$ cat config.mk
export PLATFORM = sky130hd
export DESIGN_NAME = fault_latch_ack_annunciator_unit
export DESIGN_NICKNAME = d
export VERILOG_FILES = /design/src/hdl/fla_pkg.sv /design/src/hdl/fault_latch_ack_annunciator_unit.sv /design/src/hdl/fla_cfg_regs.sv
export SDC_FILE = /design/constraint.sdc
export NUM_CORES = 1
export LEC_CHECK = 0
export BUFFER_PORTS_ARGS = -buffer_cell sky130_fd_sc_hd__buf_4
export CORE_UTILIZATION = 35
export CTS_CLUSTER_SIZE = 10
export DETAILED_ROUTE_END_ITERATION = 10
export GPL_TIMING_DRIVEN = 1
export SYNTH_ARGS = -nofsm -noshare
export SYNTH_HDL_FRONTEND = slang
export SYNTH_HIERARCHICAL = 1
export SYNTH_SLANG_ARGS = --single-unit
$ cat constraint.sdc
create_clock -name clk -period 12 [get_ports clk]
set_input_delay 2.4 -clock clk [delete_from_list [all_inputs] [get_ports clk]]
set_output_delay 2.4 -clock clk [all_outputs]
set_load 0.01 [all_outputs]
$ cat src/hdl/fla_pkg.sv
package fla_pkg;

	// request codes
	localparam logic [1:0] REQ_BOOT   = 2'd0;
	localparam logic [1:0] REQ_LOOP   = 2'd1;
	localparam logic [1:0] REQ_UPDATE = 2'd2;

	// fault bit positions
	localparam int unsigned FAULT_W   = 7;
	localparam int unsigned FLT_WDT   = 0;
	localparam int unsigned FLT_SLOW  = 1;
	localparam int unsigned FLT_TURN  = 2;
	localparam int unsigned FLT_HORN  = 3;
	localparam int unsigned FLT_BRAKE = 4;
	localparam int unsigned FLT_LINK  = 5;
	localparam int unsigned FLT_NEVER = 6;

	// latched event bits, kept across updates until acknowledged
	localparam logic [FAULT_W-1:0] LATCHED_MASK = 7'b000_0011;
	// the link bit never lights the lamp
	localparam logic [FAULT_W-1:0] LAMP_ALLOWED = 7'b101_1111;

	// configuration register indexes
	localparam int unsigned CFG_IDX_W = 3;
	localparam logic [CFG_IDX_W-1:0] CFG_LAMP_MASK   = 3'd0;
	localparam logic [CFG_IDX_W-1:0] CFG_SLOW_LIMIT  = 3'd1;
	localparam logic [CFG_IDX_W-1:0] CFG_NEVER_LIMIT = 3'd2;
	localparam logic [CFG_IDX_W-1:0] CFG_BLINK_NORM  = 3'd3;
	localparam logic [CFG_IDX_W-1:0] CFG_BLINK_FAULT = 3'd4;

	// reset values
	localparam logic [FAULT_W-1:0] LAMP_MASK_RST   = 7'd95 & LAMP_ALLOWED;
	localparam logic [31:0]        SLOW_LIMIT_RST  = 32'd20000;
	localparam logic [31:0]        NEVER_LIMIT_RST = 32'd2000000;
	localparam logic [15:0]        BLINK_NORM_RST  = 16'd500;
	localparam logic [15:0]        BLINK_FAULT_RST = 16'd125;

	typedef struct packed {
		logic [1:0]  req_type;
		logic        wdt_reset;
		logic [31:0] loop_us;
		logic [31:0] now_ms;
		logic        turn_conflict;
		logic        horn_stuck;
		logic        brake_stuck;
		logic        link_up;
		logic        ever_braked;
		logic [31:0] odometer_mm;
		logic        ack_rise;
		logic        display_blanking;
	} in_item_t;

	typedef struct packed {
		logic [FAULT_W-1:0] fault_vector;
		logic               lamp_on;
		logic               heartbeat_on;
		logic [31:0]        loop_last_us;
		logic [31:0]        loop_max_us;
	} out_item_t;

	typedef struct packed {
		logic [FAULT_W-1:0] lamp_mask;
		logic [31:0]        loop_slow_limit_us;
		logic [31:0]        brake_never_limit_mm;
		logic [15:0]        blink_normal_ms;
		logic [15:0]        blink_fault_ms;
	} cfg_t;

endpackage

$ cat src/hdl/fault_latch_ack_annunciator_unit.sv
// seven-bit fault annunciator: boot items clear the faults and latch the
// watchdog bit, loop items track last and max loop time and latch slow loop,
// update items rebuild the live faults, take acknowledgements and run the
// heartbeat. one item is accepted per clock while the result side keeps up;
// an item lands in the input register at its transfer edge and its result is
// then registered into the result register once that register is free, and
// offered from there. all the per-item work, one 32-bit subtract and
// several 32-bit compares, sits between the two registers. configuration
// writes are always taken (cfg_ready is tied high) and should only be issued
// while the unit is idle.
module fault_latch_ack_annunciator_unit
	import fla_pkg::*;
(
	input  logic                 clk,
	input  logic                 arst_n,
	// item input
	input  logic                 in_valid,
	output logic                 in_stall,
	input  in_item_t             in_data,
	// result output
	output logic                 out_valid,
	input  logic                 out_stall,
	output out_item_t            out_data,
	// configuration writes
	input  logic                 cfg_valid,
	output logic                 cfg_ready,
	input  logic [CFG_IDX_W-1:0] cfg_index,
	input  logic [31:0]          cfg_data
);

	cfg_t cfg;

	// pipeline registers
	logic      valid_s1;
	in_item_t  item_s1;
	logic      valid_s2;
	out_item_t result_s2;

	// block state
	logic [FAULT_W-1:0] fault_q;
	logic [FAULT_W-1:0] acked_q;
	logic [31:0]        loop_last_q;
	logic [31:0]        loop_max_q;
	logic [31:0]        beat_time_q;
	logic               beat_level_q;

	// next state for the item in stage 1
	logic [FAULT_W-1:0] fault_nx;
	logic [FAULT_W-1:0] acked_nx;
	logic [31:0]        loop_last_nx;
	logic [31:0]        loop_max_nx;
	logic [31:0]        beat_time_nx;
	logic               beat_level_nx;
	logic [FAULT_W-1:0] live_faults;
	logic [15:0]        half_period;
	logic [31:0]        beat_elapsed;
	out_item_t          result_nx;

	logic advance;
	logic step_fire;

	assign cfg_ready = 1'b1;

	fla_cfg_regs u_cfg_regs (
		.clk      (clk),
		.arst_n   (arst_n),
		.wr_en    (cfg_valid & cfg_ready),
		.wr_index (cfg_index),
		.wr_data  (cfg_data),
		.cfg      (cfg)
	);

	// result register is free, or is being emptied this cycle
	assign advance   = !valid_s2 || !out_stall;
	assign step_fire = valid_s1 && advance;
	// hold the input only when stage 1 is full and cannot move on
	assign in_stall  = valid_s1 && !advance;

	// live condition bits of an update item
	always_comb begin
		live_faults            = '0;
		live_faults[FLT_TURN]  = item_s1.turn_conflict;
		live_faults[FLT_HORN]  = item_s1.horn_stuck;
		live_faults[FLT_BRAKE] = item_s1.brake_stuck;
		live_faults[FLT_LINK]  = !item_s1.link_up;
		live_faults[FLT_NEVER] = !item_s1.ever_braked
			&& (item_s1.odometer_mm > cfg.brake_never_limit_mm);
	end

	always_comb begin
		fault_nx      = fault_q;
		acked_nx      = acked_q;
		loop_last_nx  = loop_last_q;
		loop_max_nx   = loop_max_q;
		beat_time_nx  = beat_time_q;
		beat_level_nx = beat_level_q;
		half_period   = '0;
		beat_elapsed  = '0;
		case (item_s1.req_type)
			REQ_BOOT: begin
				fault_nx          = '0;
				fault_nx[FLT_WDT] = item_s1.wdt_reset;
				acked_nx          = '0;
			end
			REQ_LOOP: begin
				loop_last_nx = item_s1.loop_us;
				if (item_s1.loop_us > loop_max_q) begin
					loop_max_nx = item_s1.loop_us;
				end
				if (item_s1.loop_us > cfg.loop_slow_limit_us) begin
					fault_nx[FLT_SLOW] = 1'b1;
				end
			end
			REQ_UPDATE: begin
				// keep latched events, rebuild the live bits
				fault_nx = (fault_q & LATCHED_MASK) | live_faults;
				if (item_s1.ack_rise) begin
					fault_nx = fault_nx & ~LATCHED_MASK;
					acked_nx = acked_q | (fault_nx & cfg.lamp_mask);
				end
				// an acknowledgement drops once its fault clears
				acked_nx = acked_nx & fault_nx;
				// heartbeat, on the fault half period while any fault is set
				half_period  = (|fault_nx) ? cfg.blink_fault_ms : cfg.blink_normal_ms;
				beat_elapsed = item_s1.now_ms - beat_time_q;
				if (beat_elapsed >= {16'd0, half_period}) begin
					beat_time_nx  = item_s1.now_ms;
					beat_level_nx = !beat_level_q;
				end
			end
			default: begin
				// unused request type, state unchanged
			end
		endcase
	end

	always_comb begin
		result_nx.fault_vector = fault_nx;
		result_nx.lamp_on      = |(fault_nx & cfg.lamp_mask & ~acked_nx);
		result_nx.heartbeat_on = beat_level_nx && !item_s1.display_blanking;
		result_nx.loop_last_us = loop_last_nx;
		result_nx.loop_max_us  = loop_max_nx;
	end

	// stage 1: input register
	always_ff @(posedge clk or negedge arst_n) begin
		if (!arst_n) begin
			valid_s1 <= 1'b0;
		end else if (!in_stall) begin
			valid_s1 <= in_valid;
		end
	end

	always_ff @(posedge clk) begin
		if (!in_stall && in_valid) begin
			item_s1 <= in_data;
		end
	end

	// stage 2: result register
	always_ff @(posedge clk or negedge arst_n) begin
		if (!arst_n) begin
			valid_s2 <= 1'b0;
		end else if (advance) begin
			valid_s2 <= valid_s1;
		end
	end

	always_ff @(posedge clk) begin
		if (step_fire) begin
			result_s2 <= result_nx;
		end
	end

	// state commits when the item moves into the result register
	always_ff @(posedge clk or negedge arst_n) begin
		if (!arst_n) begin
			fault_q      <= '0;
			acked_q      <= '0;
			loop_last_q  <= '0;
			loop_max_q   <= '0;
			beat_time_q  <= '0;
			beat_level_q <= 1'b0;
		end else if (step_fire) begin
			fault_q      <= fault_nx;
			acked_q      <= acked_nx;
			loop_last_q  <= loop_last_nx;
			loop_max_q   <= loop_max_nx;
			beat_time_q  <= beat_time_nx;
			beat_level_q <= beat_level_nx;
		end
	end

	assign out_valid = valid_s2;
	assign out_data  = result_s2;

	// acknowledgements only cover faults that are set
	a_acked_subset: assert property (@(posedge clk) disable iff (!arst_n)
		(acked_q & ~fault_q) == '0)
		else $error("acked bit without matching fault");

	// largest loop time never below the last one
	a_loop_max: assert property (@(posedge clk) disable iff (!arst_n)
		loop_max_q >= loop_last_q)
		else $error("loop max below loop last");

	// link fault never reaches the lamp
	a_link_unmasked: assert property (@(posedge clk) disable iff (!arst_n)
		!cfg.lamp_mask[FLT_LINK])
		else $error("link bit set in lamp mask");

	// a lit lamp needs a fault in the same result
	a_lamp_fault: assert property (@(posedge clk) disable iff (!arst_n)
		out_valid && out_data.lamp_on |-> out_data.fault_vector != '0)
		else $error("lamp lit with no fault");

	// a result held by the sink keeps the next item parked in stage 1
	a_stall_holds: assert property (@(posedge clk) disable iff (!arst_n)
		in_stall |=> valid_s1)
		else $error("stage 1 emptied while stalled");

endmodule

$ cat src/hdl/fla_cfg_regs.sv
module fla_cfg_regs
	import fla_pkg::*;
(
	input  logic                 clk,
	input  logic                 arst_n,
	input  logic                 wr_en,
	input  logic [CFG_IDX_W-1:0] wr_index,
	input  logic [31:0]          wr_data,
	output cfg_t                 cfg
);

	cfg_t cfg_q;

	always_ff @(posedge clk or negedge arst_n) begin
		if (!arst_n) begin
			cfg_q.lamp_mask            <= LAMP_MASK_RST;
			cfg_q.loop_slow_limit_us   <= SLOW_LIMIT_RST;
			cfg_q.brake_never_limit_mm <= NEVER_LIMIT_RST;
			cfg_q.blink_normal_ms      <= BLINK_NORM_RST;
			cfg_q.blink_fault_ms       <= BLINK_FAULT_RST;
		end else if (wr_en) begin
			case (wr_index)
				CFG_LAMP_MASK: begin
					cfg_q.lamp_mask <= wr_data[FAULT_W-1:0] & LAMP_ALLOWED;
				end
				CFG_SLOW_LIMIT: begin
					cfg_q.loop_slow_limit_us <= wr_data;
				end
				CFG_NEVER_LIMIT: begin
					cfg_q.brake_never_limit_mm <= wr_data;
				end
				CFG_BLINK_NORM: begin
					cfg_q.blink_normal_ms <= wr_data[15:0];
				end
				CFG_BLINK_FAULT: begin
					cfg_q.blink_fault_ms <= wr_data[15:0];
				end
				default: begin
					// unknown index, write dropped
				end
			endcase
		end
	end

	assign cfg = cfg_q;

endmodule

# After elaboration in Yosys (flattened, before gate mapping)

Index checks and enable logic that the tools add are counted.

Add/sub/neg operators: 1
$lt $le $gt $ge: 4
Equality and inequality tests: 6
Muxes and demuxes: 15
Bitwise operators: 7
Reductions and logical operators: 24

Operators with widths:

| operator                                      | number |
|---|---|
| greater-than comparator 32 bit                | 3 |
| 2-to-1 mux 32 bit                             | 3 |
| greater-or-equal comparator 32 x 16 -> 1 bit  | 1 |
| subtractor 32 bit                             | 1 |
| bitwise AND 7 bit                             | 4 |
| 2-to-1 mux 7 bit                              | 3 |
| 2-to-1 mux 16 bit                             | 1 |
| case mux 7 bit (2 select lines)               | 1 |
| OR reduction 7 bit                            | 2 |
| case mux 5 bit (2 select lines)               | 1 |
| AND reduction 2 bit                           | 5 |
| logical NOT 1 bit                             | 8 |
| NOT 7 bit                                     | 1 |
| OR 2 x 7 -> 7 bit                             | 1 |
| OR 7 bit                                      | 1 |
| == test 3 x 2 -> 1 bit, second input constant | 2 |
| logical AND 1 bit                             | 5 |
| == test 3 x 1 -> 1 bit, second input constant | 1 |
| == test 3 bit, second input constant          | 1 |
| logical NOT 3 bit                             | 1 |
| 2-to-1 mux 1 bit                              | 3 |
| case mux 1 bit (3 select lines)               | 1 |
| AND reduction 3 bit                           | 1 |
| == test 2 x 1 -> 1 bit, second input constant | 1 |
| other kinds (5)                               | 5 |

Register bits after elaboration: 394
Input port bits: 146
Output and inout port bits: 76
Word-level logic and storage cells: 87

# Logic depth before layout (Yosys ltp)

Depth in word-level cells: 12
Depth in mapped cells: 26
Depth with buffers taken out: 23

# Cells and area by module

Netlist, hierarchy kept.

By module, submodules not included:

| module                           | times used | cells an instance | area each (um^2) | seq. area each (um^2) |
|---|---|---|---|---|
| fault_latch_ack_annunciator_unit | 1          | 1364              | 15837.7          | 8202.9 |
| fla_cfg_regs                     | 1          | 222               | 3922.5           | 2590.0 |

# Least setup slack after synthesis

Ideal clock, no wire load.

Kind: register to register
Start point: reg u_cfg_regs.cfg_q, in the netlist u_cfg_regs/cfg[49]
End point: reg beat_time_q[10]
Setup time: 125 ps
Arrival: 5509 ps
Data required time: 11875 ps
Setup slack: 6366 ps
Stages on the path, launching flop included: 27
Buffers on the path: 3
Clock period less this slack: 5634 ps
Path through: dfstp_2 -> inv_1 -> ha_1 -> a21o_1 -> a21oi_1 -> nor2b_1 -> o21ai_0 -> a21boi_0 -> a2111oi_0 -> o21bai_1 -> o21ai_0 -> o211ai_1 -> clkbuf_1 -> mux2i_1 -> ha_1 -> and3_1 -> a221oi_1 -> o31ai_1 -> a2bb2oi_1 -> nand4bb_1 -> or4_1 -> nor4_1 -> nand4_1 -> o211a_1 -> buf_6 -> buf_6 -> mux2_4

Cells in the longest elaborated chain, start to end: 8

Ends and longest elaborated chain:

| what                                         | line                                    | RTL |
|---|---|---|
| from (decl)                                  | fla_cfg_regs.sv:12                      | `cfg_t cfg_q;` |
| greater-than comparator 32 bit               | fault_latch_ack_annunciator_unit.sv:87  | `&& (item_s1.odometer_mm > cfg.brake_never_limit_mm);` |
| logical AND 1 bit                            | fault_latch_ack_annunciator_unit.sv:87  |  |
| OR 2 x 7 -> 7 bit                            | fault_latch_ack_annunciator_unit.sv:116 | `fault_nx = (fault_q & LATCHED_MASK) \| live_faults;` |
| 2-to-1 mux 7 bit                             | fault_latch_ack_annunciator_unit.sv:99  | `case (item_s1.req_type)` |
| OR reduction 7 bit                           | fault_latch_ack_annunciator_unit.sv:124 | `half_period = (\|fault_nx) ? cfg.blink_fault_ms : cfg.blink_normal_ms;` |
| 2-to-1 mux 16 bit                            | fault_latch_ack_annunciator_unit.sv:124 |  |
| greater-or-equal comparator 32 x 16 -> 1 bit | fault_latch_ack_annunciator_unit.sv:126 | `if (beat_elapsed >= {16'd0, half_period}) begin` |
| AND reduction 3 bit (no source line)         | --                                      |  |
| to (signal assigned)                         | fault_latch_ack_annunciator_unit.sv:189 | `beat_time_q <= beat_time_nx;` |
| to (decl)                                    | fault_latch_ack_annunciator_unit.sv:44  | `logic [31:0] beat_time_q;` |

Every way passes these cells. The select of a mux whose other input is x is not followed.
A chain may end at the register's enable or synchronous reset.

# Final worst setup path

Start point: reg u_cfg_regs.cfg_q, in the netlist u_cfg_regs/cfg[49]
End point: reg beat_time_q[1]

Same word-level chain as after synthesis.

==> flow_summary.json <==
{
  "run_status": "completed",
  "drive_gt1_frac": 0.2701,
  "dieArea_mm2": 0.05741,
  "nets": 2107,
  "die_x_um": 239.6,
  "critPathBufInv": 3,
  "synth_edf_count": 179,
  "syn_nets": 1876,
  "fin_skew_ns": 0.02770,
  "cts_max_path_buffers": 3,
  "drt_iter0_drc": 699,
  "fp.dieH_um": 239.6,
  "core_region_area_mm2": 0.05542,
  "grt_pass1_vias": 13110,
  "clkSinkCount": 394,
  "period_minus_slack_ns": 6.715,
  "p_seq_frac": 0.413,
  "clock.fmax_ghz": 0.1489,
  "cp-end-kind": "flip-flop",
  "post_cts_resized": 0,
  "swShare": 0.3037,
  "rsz0062_at_grt": "false",
  "crit_path_max_fanout": 19,
  "yosysTopAreaCell": "edfxtp_1",
  "setup-violations-final": 0,
  "num_vias": 12710,
  "p_sw_mw": 1.392,
  "grt_max_degree": 90,
  "final_core_util": 0.4274,
  "post_cts_buffers": 0,
  "yosys_warnings": 6,
  "max_slew_margin": 0.1387,
  "start_util": 0.3566,
  "critPathLaunch": "u_cfg_regs/cfg[49]$_DFFE_PN1P_",
  "ioPinCount": 222,
  "yosysTopAreaCellShare": 0.2720,
  "cpMaxStageDelayCell": "o211a_1",
  "synthCells": 1586,
  "hp-start": "loop_last_q[28]$_DFFE_PN0P_",
  "io_buffers": 220,
  "hold_violations": 0,
  "gp_congestion": 0.8434,
  "r2r_start": "u_cfg_regs/cfg[49]$_DFFE_PN1P_",
  "cp_data_arrival_time_ns": 7.15,
  "root_buffer": "clkbuf_16",
  "path_clk_slew_ns": 0.06,
  "synth_cell_types": 72,
  "routed_wl_mm": 47.14,
  "combPwrFrac": 0.290,
  "layout.cells.non_filler": 2608,
  "final.setup.tns_ns": 0,
  "synth_async_sr_flop_share": 0.5457,
  "synth_area_per_cell_um2": 12.46,
  "max-cap-violations": 0,
  "ys_seq_area_frac": 0.5462,
  "worstPathRequired_ns": 12.44,
  "antenna_found_initial": 5,
  "ant_nets": 0,
  "overflow": 0,
  "drcViolationCount": 0,
  "timing.final.crit_share": 0.5596,
  "p_clk_frac": 0.296,
  "wl_per_cell_um": 18.07,
  "tightest_slew_ns": 1.290,
  "hold_buffers": 0,
  "firstDrtPassIters": 5,
  "cts.htree.levels": 2,
  "crit_path_max_incr_delay_ns": 0.57,
  "cts_tree": "done",
  "cts_buffers": 48,
  "area_growth_pct": 19.87,
  "synth.top_cells.by_area": "edfxtp_1 27%, dfrtp_1 23%, ha_1 9.1%",
  "internal_power_mw": 3.191,
  "synth.top_cells.by_count": "185 x dfrtp_1, 179 x edfxtp_1, 169 x nand2_1, 143 x ha_1, 135 x inv_1",
  "synth_most_common_cell": "dfrtp_1",
  "grt_pass1_wl_mm": 73.89,
  "setup.worst_path.class": "reg -> reg",
  "insertion_delay_ns": 0.58,
  "grtUsageTotal": 0.1662,
  "ys.flop_type": "dfrtp_1",
  "vias_per_cell": 4.872,
  "place_inst": 2515,
  "peakVddDrop_v": 0.0001073,
  "netlist_area_mm2": 0.01976,
  "crit_family": "compound AO/OA/AOI/OAI gates",
  "rows": 86,
  "p_per_area_mw_per_mm2": 193.5,
  "hp-class": "reg -> reg",
  "ys_ff_latch": 394,
  "dp_hpwl_mm": 34.21,
  "p_leak_nw": 10.70,
  "start_kind": "flip-flop",
  "final_max_slew_viol_count": 0
}
[per-layer routing]
metal | global-route usage | vias up | share of wire
met4 | 0.06449 | 0 | 0.025
met2 | 0.2620 | 235 | 0.46
li1 | - | 6211 | -
met5 | 0 | - | 0
met1 | 0.2278 | 6195 | 0.48
met3 | 0.02708 | 65 | 0.038
[cells by family (layout without fill, tap and decap cells)]
| logic type | Yosys count | after routing | synth area share |
|---|---|---|---|
| other cells | 2 | 7 | 0.0003801 |
| mux | 247 | 247 | 0.1451 |
| flops | 394 | 394 | 0.5462 |
| compound gates | 242 | 242 | 0.08061 |
| simple gates | 347 | 347 | 0.08516 |
| xor+xnor | 23 | 23 | 0.01019 |
| buf+inv | 187 | 456 | 0.04078 |
| fa+ha+maj | 144 | 144 | 0.09156 |
[through the flow]
step	power, mW	setup slack (ns)	hold slack, ns	area (µm²)
final	4.583	5.285	0.4669	23690
after global routing	4.892	4.782	0.4862	23690
after CTS	4.647	5.253	0.4720	23670
after detailed placement	3.256	5.282	0.4580	22220
after global placement	3.211	5.456	0.4509	22220
after floorplan	2.831	6.366	0.4401	19760
[cell type report]
type / count / area [µm²]
flip-flops and latches: 394 / 10790
diodes: 5 / 12.51
fillers: 5124 / 31730
clock inverters: 7 / 77.57
clock buffers: 81 / 1376
inverters: 135 / 509.2
repair buffers: 233 / 1757
multi-input cells: 1005 / 8225
well taps: 748 / 935.9
[power by group through the flow]
stage               Sequential [mW]  Combinational (mW)  Clock [mW]
floorplan                      1.89               0.938           0
global placement               1.91                1.30           0
detailed placement             1.92                1.34           0
CTS                            1.90                1.35        1.40
global route                   1.93                1.51        1.45
finish                         1.90                1.33        1.36
[state kept, by name (all words and copies together) (netlist names)]
signal          cells
item_s1           106
u_cfg_regs/cfg    102
out_data           73
beat_time_q        32
loop_last_q        32
loop_max_q         32
acked_q             7
fault_q             7
beat_level_q        1
out_valid           1
valid_s1            1
[layout by cell type, fill, tap and decap left out, types with 18 or more instances in the layout]
cell / count
a21o_1: 61
nor2b_1: 19
mux2i_1: 18
nand2_1: 168
edfxtp_1: 179
mux2_1: 66
nor2_1: 42
dfstp_2: 30
o21ai_0: 45
ha_1: 143
inv_1: 134
a21oi_1: 59
mux2_4: 29
clkbuf_1: 29
buf_4: 232
mux2_2: 134
nand4_1: 32
clkbuf_16: 49
dfrtp_1: 185
[path summary, 6_finish.rpt]
path | cells past startpoint | slack, ns | to
worst min-delay path | 2 | 0.47 | loop_last_q[28]$_DFFE_PN0P_
min in group asynchronous | 1 | 1.82 | beat_time_q[22]$_DFFE_PN0P_
worst min register to register | 2 | 0.47 | loop_last_q[28]$_DFFE_PN0P_
worst max register to register | 25 | 5.29 | beat_time_q[1]$_DFFE_PN0P_
worst max-delay path | 25 | 5.29 | beat_time_q[1]$_DFFE_PN0P_
max in group asynchronous | 3 | 7.88 | loop_max_q[2]$_DFFE_PN0P_
[worst min-delay path, delay by kind of cell, from the launching register on]
| family | cells | cell delay [ns] |
|---|---|---|
| and+or+nand+nor | 2 | 0.10 |
| DFF | 1 | 0.33 |
No activity file was read; power rests on OpenSTA's default activity.
